--- config.mk ---
export PLATFORM = sky130hd
export DESIGN_NAME = pgs_queue
export DESIGN_NICKNAME = d
export VERILOG_FILES = /design/src/pgs_pkg.sv /design/src/pgs_queue.sv
export SDC_FILE = /design/constraint.sdc
export NUM_CORES = 1
export LEC_CHECK = 0
export BUFFER_PORTS_ARGS = -buffer_cell sky130_fd_sc_hd__buf_2
export CORE_MARGIN = 4
export CORE_UTILIZATION = 35
export DETAILED_ROUTE_END_ITERATION = 8
export SYNTH_ARGS = -nofsm -noshare
export SYNTH_HDL_FRONTEND = slang
export SYNTH_SLANG_ARGS = --single-unit
--- constraint.sdc ---
create_clock -name clk -period 9.8 [get_ports clk]
set_input_delay 0.49 -clock clk [delete_from_list [all_inputs] [get_ports clk]]
set_output_delay 0.49 -clock clk [all_outputs]
set_load 0.01 [all_outputs]
--- src/pgs_pkg.sv ---
// ----------------------------------------------------------------------------
// pgs_pkg
// shared widths, constants and the front-to-back word for the polar gaussian
// sampler
// ----------------------------------------------------------------------------
package pgs_pkg;

  localparam int SAMPLE_FRACTION_BITS = 15;
  localparam int SAMPLE_W = 16;
  localparam int CFG_W = 32;
  localparam int HALF_W = 32;

  // squared radius and its top-bit index
  localparam int SUMSQ_W = 2 * SAMPLE_W;
  localparam int Q_W = 2 * SAMPLE_FRACTION_BITS;
  localparam int P_W = $clog2(Q_W);

  // log2 by repeated squaring
  localparam int MANT_W = 32;
  localparam int LOG_ROUNDS = 32;
  localparam int NL2_W = MANT_W + $clog2(Q_W + 1);
  localparam int LN_SHIFT = 62;
  localparam int LN_C_W = 63;
  localparam logic [LN_C_W-1:0] TWO_LN2_Q62 = 63'h58B90BFBE8E7BCD6;
  localparam int LN_PROD_W = NL2_W + LN_C_W;
  localparam int W_W = LN_PROD_W - LN_SHIFT;

  // divide by q, then square root
  localparam int DVD_SHIFT = 84;
  localparam int DIV_BITS = 2;
  localparam int DIV_STAGES = (W_W + DVD_SHIFT + DIV_BITS - 1) / DIV_BITS;
  localparam int DVD_W = DIV_BITS * DIV_STAGES;
  localparam int SQ_STEPS = 2;
  localparam int SQ_STAGES = (DVD_W + 2 * SQ_STEPS - 1) / (2 * SQ_STEPS);
  localparam int RAD_W = 2 * SQ_STEPS * SQ_STAGES;
  localparam int ROOT_W = SQ_STEPS * SQ_STAGES;
  localparam int SQ_REM_W = ROOT_W + 2;
  localparam int SQ_CUR_W = ROOT_W + 4;

  // final scaling
  localparam int PROD_W = CFG_W + SAMPLE_W;
  localparam int MUL_W = PROD_W + ROOT_W;
  localparam int SCALE_SHIFT = 58;
  localparam int Y_W = MUL_W - SCALE_SHIFT;
  localparam int TOT_W = Y_W + 2;

  // stages from the queue output to the result register
  localparam int BACK_LAT = LOG_ROUNDS + DIV_STAGES + SQ_STAGES + 9;

  localparam int QUEUE_DEPTH = 2;
  localparam int QPTR_W = $clog2(QUEUE_DEPTH);
  localparam int QCNT_W = $clog2(QUEUE_DEPTH + 1);

  // register map
  localparam int CFG_ADDR_W = 3;
  localparam int REG_SEL_BIT = 2;
  localparam logic [0:0] REG_MEAN_OFFSET = 1'b0;
  localparam logic [0:0] REG_SPREAD_SCALE = 1'b1;
  localparam logic signed [CFG_W-1:0] MEAN_RESET = 32'sd0;
  localparam logic signed [CFG_W-1:0] SPREAD_RESET = 32'sd65536;

  typedef struct packed {
    logic signed [SAMPLE_W-1:0] u;
    logic [Q_W-1:0]             q;
    logic [MANT_W-1:0]          mant;
    logic [P_W-1:0]             top;
  } item_t;

endpackage

--- src/pgs_queue.sv ---
// ----------------------------------------------------------------------------
// pgs_queue
// short fifo between the classifier and the arithmetic pipeline
// ----------------------------------------------------------------------------
module pgs_queue (
  input  logic           clk,
  input  logic           rst_n,
  input  logic           push,
  input  pgs_pkg::item_t push_item,
  output logic           full,
  output logic           pop_valid,
  output pgs_pkg::item_t pop_item
);
  import pgs_pkg::*;

  item_t             mem_r [0:QUEUE_DEPTH-1];
  logic [QPTR_W-1:0] wr_ptr_r;
  logic [QPTR_W-1:0] rd_ptr_r;
  logic [QCNT_W-1:0] count_r;
  logic [QCNT_W-1:0] count_nxt;
  logic              pop;

  assign full = (count_r == QCNT_W'(QUEUE_DEPTH));
  assign pop_valid = (count_r != '0);
  assign pop = pop_valid;
  assign pop_item = mem_r[rd_ptr_r];

  always_comb begin
    count_nxt = count_r;
    if (push && !pop) begin
      count_nxt = count_r + 1'b1;
    end else if (pop && !push) begin
      count_nxt = count_r - 1'b1;
    end
  end

  always_ff @(posedge clk) begin
    if (!rst_n) begin
      wr_ptr_r <= '0;
      rd_ptr_r <= '0;
      count_r <= '0;
    end else begin
      count_r <= count_nxt;
      if (push) begin
        wr_ptr_r <= wr_ptr_r + 1'b1;
      end
      if (pop) begin
        rd_ptr_r <= rd_ptr_r + 1'b1;
      end
    end
  end

  always_ff @(posedge clk) begin
    if (push) begin
      mem_r[wr_ptr_r] <= push_item;
    end
  end

  // the back end drains a word every cycle, so one slot is enough
  a_never_two: assert property (@(posedge clk) disable iff (!rst_n)
    count_r <= QCNT_W'(1))
    else $error("queue holds more than one word");

  a_count_up: assert property (@(posedge clk) disable iff (!rst_n)
    (push && !pop) |=> count_r == $past(count_r) + 1'b1)
    else $error("queue count missed a push");

endmodule

==> impl_results.md <==
* Slowest cell on the critical path: dfxtp_4
* Cell area after synthesis at between 0.006 and 0.007 mm^2
* Status: finished, final reports clean
* Gr usage total at 0.116
* Pleak at roughly 2.9 nW
* Placed insts at approximately 670
* Root buffer cell: clkbuf_16
* Normalized max-slew margin at 0.206
* CORE AREA at approximately 0.017 mm^2
* Vias in the first global route at 3446
* Grt ovf at 0
* DIE HEIGHT at between 100 and 150 um
* Area grow syn2layout at 26.1%
* Cts-stage hold buffer count at 0
* Rows at between 40 and 50
* Sw Share at 0.258
* Synth area leader: edfxtp_1
* Share of cells above drive strength 1 at 0.602
* CP Cell Sequence: mux2_2, buf_2
* Post-CTS Setup Bufs at 0
* Pre-antenna DRT Iters at 4
* Largest net degree at the start of global routing at 85
* Synth area leaders: edfxtp_1 80%, mux2_2 15%, dfxtp_1 1.6%
* Port Buf Inserts at 170
* Final nets at 549
* Share of the synthesized area in the top cell type at 0.800
* CP peak stage delay at ~1100 ps
* WL final at around 11000 um
* Max frequency at 0.382 GHz
* H-tree lvl count at 4
* CTS tree: built
* Worst min-delay path class: in -> reg
* Worst Skew at about 4.5 ps
* Final design area excluding fillers at ~0.008 mm^2
* Die W at approximately 140 um
* CTS sink cnt at roughly 170
* Yosys reg bits at roughly 170
* Fin. Hold Viols at 0
* # diodes at 0
* Yosys Warn Count at 0
* Clk_lat worst skew at 420 ps
* Bufs on Longest Clock Path at 2
* Commonest non-fill, non-tap cell in the layout: buf_2
* DR vias at 3164
* Crit path kind: reg -> out
* Routed WL per cell at 16.3 um
* Worst setup EP type: primary output
* Worst-path fanout max at between 80 and 90
* Fin cells at 700
* WP data required at ~9300 ps
* Final min period at between 2000 and 3000 ps
* Worst-margin pin slew at roughly 1200 ps
* Clock power share at 0.327
* Int Power at between 0.001 and 0.0015 W
* Setup TNS at 0 ps
* Commonest cells after routing, fill and taps aside: 170 x buf_2, 166 x edfxtp_1, 83 x mux2_2
* Netlist cell types at 18
* Sequential area share after synthesis at 0.816
* Synth Area per Inst at about 22 um^2
* Hpwl dp at slightly above 7000 um
* Peak VDD IR at between 0.00015 and 0.0002 V
* WP buf/inv at 1
* Initial Utilization at 0.359
* R2R Setup Slk at slightly below 8000 ps
* CTS buffer count at 17
* Initial antenna violation count at 1
* Remaining DRCs at 0
* First-pass GRT wire length at ~18000 um
* IO Count at 171
* Post-cts sizing count at 0
* MaxCap Viol Count at 0
* Power Density at between 200 and 250 mW/mm^2
* Final Cycle Share at 0.267
* 1st-iter DRT viols at 132
* Synth Instances at 280
* # fillers at between 1500 and 2000
* Post-DRT Antenna Nets at 0
* Crit start category: flip-flop
* Cell Area, Placed at around 0.0073 mm^2
* RePlAce Congestion at roughly 0.69
* Critical path data arrival time at about 2100 ps
* DIE AREA at between 0.015 and 0.02 mm^2
* Sequential group share of total power at 0.476
* Syn Nets at roughly 370
* Top Family by Delay on Critical Path: flip-flops
* Final Slew Violations at 0
* Final setup fails at 0
* RSZ-0062 raised after global routing: false
* Vias/cell at ~4.5
* Clock transition at the registers of the reported paths at roughly 60 ps
* Combinational share of power at 0.196
* Switch Pwr at between 0.0005 and 0.0006 W
==> power groups by stage <==
stage / combinational, W / clock, W / sequential, W
CTS: 0.000391 / 0.000655 / 0.000930
global placement: 0.000387 / 0 / 0.000943
detailed placement: 0.000388 / 0 / 0.000945
floorplan: 0.000316 / 0 / 0.000879
finish: 0.000382 / 0.000636 / 0.000926
global route: 0.000415 / 0.000688 / 0.000938
==> area by class of cell <==
class	instances	area [um^2]	area share
Sequential cell	171	5090	0.648
Inverter	1	3.75	0.000478
Tap cell	225	282	0.0358
Multi-Input combinational cell	99	1060	0.135
Clock inverter	14	130	0.0166
Clock buffer	18	429	0.0546
Timing Repair Buffer	172	866	0.110
==> cells in the mapped netlist <==
library cell / count
or3_1: 1
mux2_2: 83
and2b_2: 1
xnor2_1: 2
nor2b_1: 2
and2_1: 4
ha_1: 1
dfxtp_1: 5
edfxtp_1: 166
nor2_1: 1
o21ai_0: 1
buf_6: 7
buf_4: 1
inv_1: 1
a21boi_1: 1
o21a_1: 1
buf_2: 1
xor2_1: 1
==> path summary, 6_finish.rpt <==
| kind | start | endpoint | cells past startpoint |
|---|---|---|---|
| max | flip-flop | pop_item[60] | 2 |
| min | push_item[5] | mem_r[1][5]$_DFFE_PP_ | 1 |
| max reg2reg | wr_ptr_r$_SDFFE_PN0P_ | mem_r[1][49]$_DFFE_PP_ | 2 |
| min reg2reg | count_r[1]$_SDFFE_PN0P_ | count_r[1]$_SDFFE_PN0P_ | 2 |
==> state kept, by name, summed over array words and instances (netlist names), named ones only <==
signal and count:
mem_r 166, rd_ptr_r 1, count_r 2, wr_ptr_r 1
==> per-stage QoR <==
step / power (W) / hold WS, ps / setup WS [ps] / util
after floorplan: 0.00120 / 466 / 5120 / -
after global placement: 0.00133 / 475 / 7560 / 0.421
after detailed placement: 0.00133 / 525 / 7560 / 0.421
after CTS: 0.00198 / 236 / 7100 / 0.453
after global routing: 0.00204 / 240 / 7050 / 0.453
final: 0.00194 / 260 / 7190 / 0.453
==> cells by family (layout without fill, tap and decap cells) <==
kind of cell	after synthesis	after routing	synth area share
compound gates	3	3	0.00321
mux	83	83	0.150
simple gates	9	9	0.00904
buf+inv	10	205	0.0153
fa+ha+maj	1	1	0.00201
flops	171	171	0.816
xor+xnor	3	3	0.00422
==> worst register-to-register path, delay by kind of cell, from the launching register on <==
| family | cells | cell delay, ps |
|---|---|---|
| buffers and inverters | 1 | 610 |
| DFF | 1 | 390 |
| and+or+nand+nor | 1 | 560 |
==> layer usage <==
layer	track usage	wire length [um]	vias up
met1	0.131	4520	1578
met3	0.0408	756	15
li1	-	-	1469
met2	0.201	5950	100
met5	0	13	-
met4	0.0480	187	2
(Power assumes the default switching activity.)
