==> src/pgs_pkg.sv <==
// ----------------------------------------------------------------------------
// pgs_pkg
// shared widths, constants and the front-to-back word for the polar gaussian
// sampler
// ----------------------------------------------------------------------------
package pgs_pkg;

  localparam int SAMPLE_FRACTION_BITS = 15;
  localparam int SAMPLE_W = 16;
  localparam int CFG_W = 32;
  localparam int HALF_W = 32;

  // squared radius and its top-bit index
  localparam int SUMSQ_W = 2 * SAMPLE_W;
  localparam int Q_W = 2 * SAMPLE_FRACTION_BITS;
  localparam int P_W = $clog2(Q_W);

  // log2 by repeated squaring
  localparam int MANT_W = 32;
  localparam int LOG_ROUNDS = 32;
  localparam int NL2_W = MANT_W + $clog2(Q_W + 1);
  localparam int LN_SHIFT = 62;
  localparam int LN_C_W = 63;
  localparam logic [LN_C_W-1:0] TWO_LN2_Q62 = 63'h58B90BFBE8E7BCD6;
  localparam int LN_PROD_W = NL2_W + LN_C_W;
  localparam int W_W = LN_PROD_W - LN_SHIFT;

  // divide by q, then square root
  localparam int DVD_SHIFT = 84;
  localparam int DIV_BITS = 2;
  localparam int DIV_STAGES = (W_W + DVD_SHIFT + DIV_BITS - 1) / DIV_BITS;
  localparam int DVD_W = DIV_BITS * DIV_STAGES;
  localparam int SQ_STEPS = 2;
  localparam int SQ_STAGES = (DVD_W + 2 * SQ_STEPS - 1) / (2 * SQ_STEPS);
  localparam int RAD_W = 2 * SQ_STEPS * SQ_STAGES;
  localparam int ROOT_W = SQ_STEPS * SQ_STAGES;
  localparam int SQ_REM_W = ROOT_W + 2;
  localparam int SQ_CUR_W = ROOT_W + 4;

  // final scaling
  localparam int PROD_W = CFG_W + SAMPLE_W;
  localparam int MUL_W = PROD_W + ROOT_W;
  localparam int SCALE_SHIFT = 58;
  localparam int Y_W = MUL_W - SCALE_SHIFT;
  localparam int TOT_W = Y_W + 2;

  // stages from the queue output to the result register
  localparam int BACK_LAT = LOG_ROUNDS + DIV_STAGES + SQ_STAGES + 9;

  localparam int QUEUE_DEPTH = 2;
  localparam int QPTR_W = $clog2(QUEUE_DEPTH);
  localparam int QCNT_W = $clog2(QUEUE_DEPTH + 1);

  // register map
  localparam int CFG_ADDR_W = 3;
  localparam int REG_SEL_BIT = 2;
  localparam logic [0:0] REG_MEAN_OFFSET = 1'b0;
  localparam logic [0:0] REG_SPREAD_SCALE = 1'b1;
  localparam logic signed [CFG_W-1:0] MEAN_RESET = 32'sd0;
  localparam logic signed [CFG_W-1:0] SPREAD_RESET = 32'sd65536;

  typedef struct packed {
    logic signed [SAMPLE_W-1:0] u;
    logic [Q_W-1:0]             q;
    logic [MANT_W-1:0]          mant;
    logic [P_W-1:0]             top;
  } item_t;

endpackage

==> src/pgs_front.sv <==
// ----------------------------------------------------------------------------
// pgs_front
// takes a sample pair, forms the squared radius, drops pairs at the origin or
// on or outside the unit circle and normalizes the rest for the log stage
// ----------------------------------------------------------------------------
module pgs_front (
  input  logic                                  clk,
  input  logic                                  rst_n,
  input  logic                                  accept,
  input  logic signed [pgs_pkg::SAMPLE_W-1:0]   u_sample,
  input  logic signed [pgs_pkg::SAMPLE_W-1:0]   v_sample,
  output logic                                  push,
  output pgs_pkg::item_t                        item
);
  import pgs_pkg::*;

  logic                       a_v_r;
  logic signed [SAMPLE_W-1:0] a_u_r;
  logic [SUMSQ_W-1:0]         a_q_r;
  logic [SUMSQ_W-1:0]         a_q_nxt;
  logic signed [SUMSQ_W-1:0]  uu;
  logic signed [SUMSQ_W-1:0]  vv;
  logic [Q_W-1:0]             qn;
  logic [P_W-1:0]             top;
  logic [P_W:0]               sh;

  always_comb begin
    uu = SUMSQ_W'(u_sample) * SUMSQ_W'(u_sample);
    vv = SUMSQ_W'(v_sample) * SUMSQ_W'(v_sample);
    a_q_nxt = $unsigned(uu) + $unsigned(vv);
  end

  always_ff @(posedge clk) begin
    if (!rst_n) begin
      a_v_r <= 1'b0;
    end else begin
      a_v_r <= accept;
    end
  end

  always_ff @(posedge clk) begin
    if (accept) begin
      a_u_r <= u_sample;
      a_q_r <= a_q_nxt;
    end
  end

  // leading one of the squared radius
  always_comb begin
    qn = a_q_r[Q_W-1:0];
    top = '0;
    for (int i = 0; i < Q_W; i++) begin
      if (qn[i]) begin
        top = P_W'(i);
      end
    end
    sh = (P_W+1)'(MANT_W - 1) - (P_W+1)'(top);
  end

  assign push = a_v_r && (a_q_r != '0) && (a_q_r[SUMSQ_W-1:Q_W] == '0);

  always_comb begin
    item.u = a_u_r;
    item.q = qn;
    item.mant = MANT_W'(qn) << sh;
    item.top = top;
  end

endmodule

==> config.mk <==
export PLATFORM = sky130hd
export DESIGN_NAME = pgs_front
export DESIGN_NICKNAME = d
export VERILOG_FILES = /design/src/pgs_pkg.sv /design/src/pgs_front.sv
export SDC_FILE = /design/constraint.sdc
export NUM_CORES = 1
export LEC_CHECK = 0
export BUFFER_PORTS_ARGS = -buffer_cell sky130_fd_sc_hd__buf_2
export CORE_MARGIN = 2
export CORE_UTILIZATION = 47
export CTS_BUF_LIST = sky130_fd_sc_hd__clkbuf_16
export CTS_CLUSTER_SIZE = 25
export DETAILED_ROUTE_END_ITERATION = 8
export GPL_TIMING_DRIVEN = 1
export PLACE_DENSITY_LB_ADDON = 0.2
export SETUP_SLACK_MARGIN = 0.02
export SLEW_MARGIN = 10
export SYNTH_ARGS = -nofsm -noshare
export SYNTH_HDL_FRONTEND = slang
export SYNTH_SLANG_ARGS = --single-unit
==> constraint.sdc <==
create_clock -name clk -period 23.2 [get_ports clk]
set_input_delay 3.48 -clock clk [delete_from_list [all_inputs] [get_ports clk]]
set_output_delay 3.48 -clock clk [all_outputs]
set_load 0.05 [all_outputs]
==> results of run 1 <==
==> final cells by class <==
cell class | count | area [um^2] | share of cell area, %
multi-input combinational | 1356 | 16400 | 75.1
sequential | 49 | 1460 | 6.69
clock inverter | 3 | 17.5 | 0.0802
clock buffer | 5 | 125 | 0.573
timing repair buffer | 121 | 618 | 2.83
tap | 592 | 741 | 3.39
inverter | 660 | 2480 | 11.3
==> worst max path at each step <==
stage	slack, ps	end	cells past startpoint	startpoint
after floorplan	12650	a_q_r[30]	25	v_sample[15]
after global placement	11910	a_q_r[31]	24	v_sample[15]
after detailed placement	11760	a_q_r[31]	24	v_sample[15]
after CTS	12100	a_q_r[31]	24	v_sample[15]
after global routing	11610	a_q_r[31]	24	v_sample[15]
final	12140	a_q_r[31]	24	v_sample[15]
==> cell usage in the layout, fill, tap and decap left out, drive strengths merged, types with 6 or more instances in the layout <==
cell type  count
edfxtp        48
nor3          12
nor4           7
a21oi         36
xnor2         49
nor2          77
o21a           6
buf          121
o22ai          6
fa           522
xor2           9
and3           9
ha           145
nand2        167
o21ai         28
mux2i         53
nand3          9
a211oi         8
inv          662
and2          96
nor2b         22
nand2b        11
a21o          15
==> registers in the layout, indices dropped and copies added, names as in the netlist <==
register / count
a_q_r: 32
a_v_r: 1
a_u_r: 16
==> metal layers <==
layer | routed length [um] | global-route usage (%)
met5 | 13 | 0
met4 | 1300 | 6.25
met3 | 2690 | 3.55
met2 | 23100 | 38.0
met1 | 23000 | 32.6
==> cell families (layout without fill, tap and decap cells) <==
| logic type | after synthesis | after routing |
|---|---|---|
| buffers and inverters | 752 | 789 |
| adder cells (fa/ha/maj) | 667 | 667 |
| AND/OR/NAND/NOR | 426 | 426 |
| AO/OA/AOI/OAI | 145 | 145 |
| XOR/XNOR | 58 | 58 |
| multiplexers | 58 | 58 |
| flip-flops | 49 | 49 |
| other | 1 | 2 |
==> stage by stage <==
step / area (um^2) / worst slack (ps) / cells / util (%)
6_report: 21800 / 12140 / 2786 / 49.7
5_1_grt: 21800 / 11610 / 2786 / 49.7
4_1_cts: 21800 / 12100 / 2786 / 49.7
3_5_place_dp: 21700 / 11760 / 2778 / 49.4
3_3_place_gp: 21700 / 11910 / 2778 / 49.4
2_1_floorplan: 20800 / 12650 / 2157 / -
==> flow_metrics.tcl, run 1 <==
set metrics [dict create \
    grt_max_degree 50 \
    antenna_found_initial 1 \
    muxShareOfSynthArea_pct 2.82 \
    synth.avg_cell_area_um2 9.65 \
    setup_viol 0 \
    synth-compound-area-share_pct 4.73 \
    cap_violations 0 \
    synth_top_family_by_area "adder cells" \
    status "completed" \
    grt_pass1_wl_um 84100 \
    synthTopCellsByArea "fa_1 (50%), inv_1 (12%), ha_1 (8.7%)" \
    crit_family "adder cells" \
    cpPeakStageDelay_ps 640 \
    tritoncts "yes" \
    ys_seq_area_share_pct 7.02 \
    yosysMostFrequentCell "inv_1" \
    root_buffer "clkbuf_16" \
    route.detailed.drc 0 \
    ys.flop_type "edfxtp_1" \
    finalHoldWorstSlack_ps 3370 \
    nets 2895 \
    synth_seq_cells 49 \
    die_h_um 214 \
    fmax_mhz 90.4 \
    start_util_pct 47.4 \
    hpwl_um 43400 \
    drtPass1Iterations 5 \
    worstPathRequired_ps 23260 \
    n_fill_cell 4159 \
    crit_arrival_ps 11120 \
    viasPerCell 4.99 \
    yosysTopAreaCell "fa_1" \
    final_antenna_net_count 0 \
    synthSimpleGateAreaFrac_pct 9.80 \
    drt-total-wl_um 50100 \
    drive_gt1_share_pct 6.65 \
    hold_end "a_v_r" \
    fp.dieW_um 214 \
    synth_edf_count 48 \
    yosysUniqueCellTypes 62 \
    hold_viol_final 0 \
    worstMarginPinSlew_ps 885 \
    yosysWarnings 0 \
    numCtsBuffers 5 \
    crit_buf_inv 5 \
    async_reset_ff_share_pct 0 \
    maxSlewHeadroom_pct 40.8 \
    critical_path_peak_fanout 31 \
    synth_xor_area_share_pct 2.44 \
    rsz0062_at_grt "no" \
    areaGrowthSynthToFinish_pct 4.89 \
    first_global_vias 15800 \
    num_antenna_cells 0 \
    post-route-period-util_pct 47.7 \
    wl_per_cell_um 18.0 \
    yosys-top-cells-count "inv_1 (659), fa_1 (522), nand2_1 (166)" \
    syn_inst 2156 \
    core-area_um2 43900 \
    synth_top_area_share_pct 50.2 \
    drtIter0Drc 781 \
    hold_start "rst_n" \
    min_path_cells 2 \
    setup.worst_path.start_class "primary input" \
    slew_viol_final 0 \
    hold_buffers 0 \
    fin_crit_ps 11060 \
    hold_path_class "in2reg" \
    place.port_buffers 116 \
    end_kind "register" \
    tns_ps 0 \
    cp_common_cell "fa_1" \
    synthAdderAreaFrac_pct 58.9 \
    ios 119 \
    post_cts_resized 0 \
    cp_slowest_cell "and2_1" \
    htree_levels 2 \
    syn_area_um2 20800 \
    max-clock-path-buffers 2 \
    numClockSinks 49 \
    dr_total_vias 13900 \
    place.gp.congestion 0.897 \
    cts_setup_buffers 0 \
    path_class "in2reg" \
    crit_chain "buf_2 > and2_1 > fa_1 > fa_1 > inv_1 > fa_1 > inv_1 > fa_1 > fa_1 > fa_1 > fa_1 > inv_1 > fa_1 > inv_1 > ha_1 > o21ai_0 > nor4b_1 > o31ai_1 > o221a_2 > nor3_1 > a31oi_1 > o21ai_1 > a21oi_1 > xnor2_1" \
    fp-row-count 77 \
    grt_usage_pct 23.3 \
    clk_pin_slew_worst_paths_ps 60 \
    grt.overflow.total 0 \
    die_area_um2 46000 \
]
Power of run 1 is left out: the tool's default activity adds up to more than one toggle a clock period on the data nets, which glitch-free logic cannot reach.
==> run 2, diff against run 1 <==
==> constraint.sdc (replaced) <==
create_clock -name clk -period 10.6 [get_ports clk]
set_input_delay 1.59 -clock clk [delete_from_list [all_inputs] [get_ports clk]]
set_output_delay 1.59 -clock clk [all_outputs]
set_load 0.05 [all_outputs]
==> flow_metrics.tcl, run 2 (synthesis results as in run 1) <==
set metrics [dict create \
    grt_usage_pct 23.3 \
    final_util_pct 49.7 \
    n_fill_cell 4146 \
    end_kind "register" \
    route.detailed.drc 0 \
    layout_common_cells "inv_1 (660), fa_1 (522), nand2_1 (166), ha_1 (145), buf_2 (116)" \
    tns_ps 0 \
    dr_total_vias 13900 \
    finalHoldWorstSlack_ps 1480 \
    cp_common_cell "fa_1" \
    clk_pin_slew_worst_paths_ps 70 \
    first_global_vias 15700 \
    setup_viol 0 \
    antenna_found_initial 2 \
    largest_reg_flops 32 \
    areaGrowthSynthToFinish_pct 4.98 \
    setup.worst_path.start_class "primary input" \
    fp.dieW_um 214 \
    crit_chain "buf_2 > and2_1 > fa_1 > fa_1 > inv_1 > fa_1 > inv_1 > fa_1 > fa_1 > fa_1 > fa_1 > inv_1 > fa_1 > inv_1 > ha_1 > o21ai_0 > nor4b_1 > o31ai_1 > o221a_2 > nor3_1 > a31oi_1 > o21ai_1 > a21oi_1 > xnor2_1" \
    htree_levels 2 \
    cts_setup_buffers 0 \
    fin_crit_ps 9150 \
    largest_register "a_q_r" \
    cpPeakStageDelay_ps 640 \
    grt.overflow.total 0 \
    grt_max_degree 50 \
    tritoncts "yes" \
    post-place-ws_ps 1120 \
    startpoint "v_sample[15]" \
    hold_viol_final 0 \
    post_cts_resized 0 \
    hold_buffers 0 \
    final_antenna_net_count 0 \
    worstMarginPinSlew_ps 859 \
    viasPerCell 4.97 \
    status "completed" \
    crit_arrival_ps 9200 \
    worstPathRequired_ps 10650 \
    place.gp.congestion 0.890 \
    cap_violations 0 \
    die_area_um2 46000 \
    cp-endpoint "a_q_r[31]" \
    numClockSinks 49 \
    drive_gt1_share_pct 6.74 \
    drt-total-wl_um 49600 \
    core-area_um2 43900 \
    die_h_um 214 \
    numCtsBuffers 5 \
    fmax_mhz 109 \
    slew_viol_final 0 \
    drtIter0Drc 784 \
    post-route-period-util_pct 86.3 \
    cp_slowest_cell "and2_1" \
    final_common_cell "inv_1" \
    place.port_buffers 116 \
    grt_pass1_wl_um 84100 \
    hold_path_class "in2reg" \
    ios 119 \
    drtPass1Iterations 5 \
    wl_per_cell_um 17.8 \
    critical_path_peak_fanout 31 \
    maxSlewHeadroom_pct 42.6 \
    path_class "in2reg" \
    reg.largest.list "a_q_r: 32 flops, a_u_r: 16 flops, a_v_r: 1 flops" \
    nets 2897 \
    max-clock-path-buffers 2 \
    fp-row-count 77 \
    crit_family "adder cells" \
    crit_buf_inv 5 \
    cp.depth 24 \
    rsz0062_at_grt "no" \
    root_buffer "clkbuf_16" \
    start_util_pct 47.4 \
    setup_ws_ps 1450 \
    hpwl_um 43500 \
]
[run 2: changes by cell type in the layout (fill, tap and decap cells not counted), sizes merged]
cell / previous run / this run
buf: 121 / 123
diode: 0 / 1
[run 2: per-layer routing]
layer | vias to the layer above | global-route usage, % | routed length, um
li1 | 6371 | - | -
met1 | 7070 | 32.7 | 22800
met2 | 361 | 37.7 | 22900
met3 | 52 | 3.69 | 2760
met4 | 2 | 6.20 | 1170
met5 | - | 0 | 8
[run 2: stage by stage]
step	area (um^2)	std cells
after detailed placement	21700	2780
after global placement	21700	2780
after global routing	21800	2788
final	21800	2789
after CTS	21800	2788
after floorplan	20800	2157
[run 2: layout make-up]
cell class / instances / area, um^2 / share of cell area [%]
repair buffers: 123 / 633 / 2.90
inverters: 660 / 2480 / 11.3
well taps: 592 / 741 / 3.39
clock buffers: 5 / 125 / 0.573
flip-flops and latches: 49 / 1460 / 6.69
diodes: 1 / 2.50 / 0.0115
multi-input cells: 1356 / 16400 / 75.0
clock inverters: 3 / 17.5 / 0.0802
[run 2: how the worst min path moves through the flow]
stage	startpoint	to	slack (ps)	depth (start not counted)
2_1_floorplan	u_sample[0]	a_u_r[0]	1690	0
3_3_place_gp	rst_n	a_v_r	1810	2
3_5_place_dp	rst_n	a_v_r	1810	2
4_1_cts	rst_n	a_v_r	1460	2
5_1_grt	rst_n	a_v_r	1470	2
6_report	rst_n	a_v_r	1480	2
Power of run 2 is left out for the same reason.
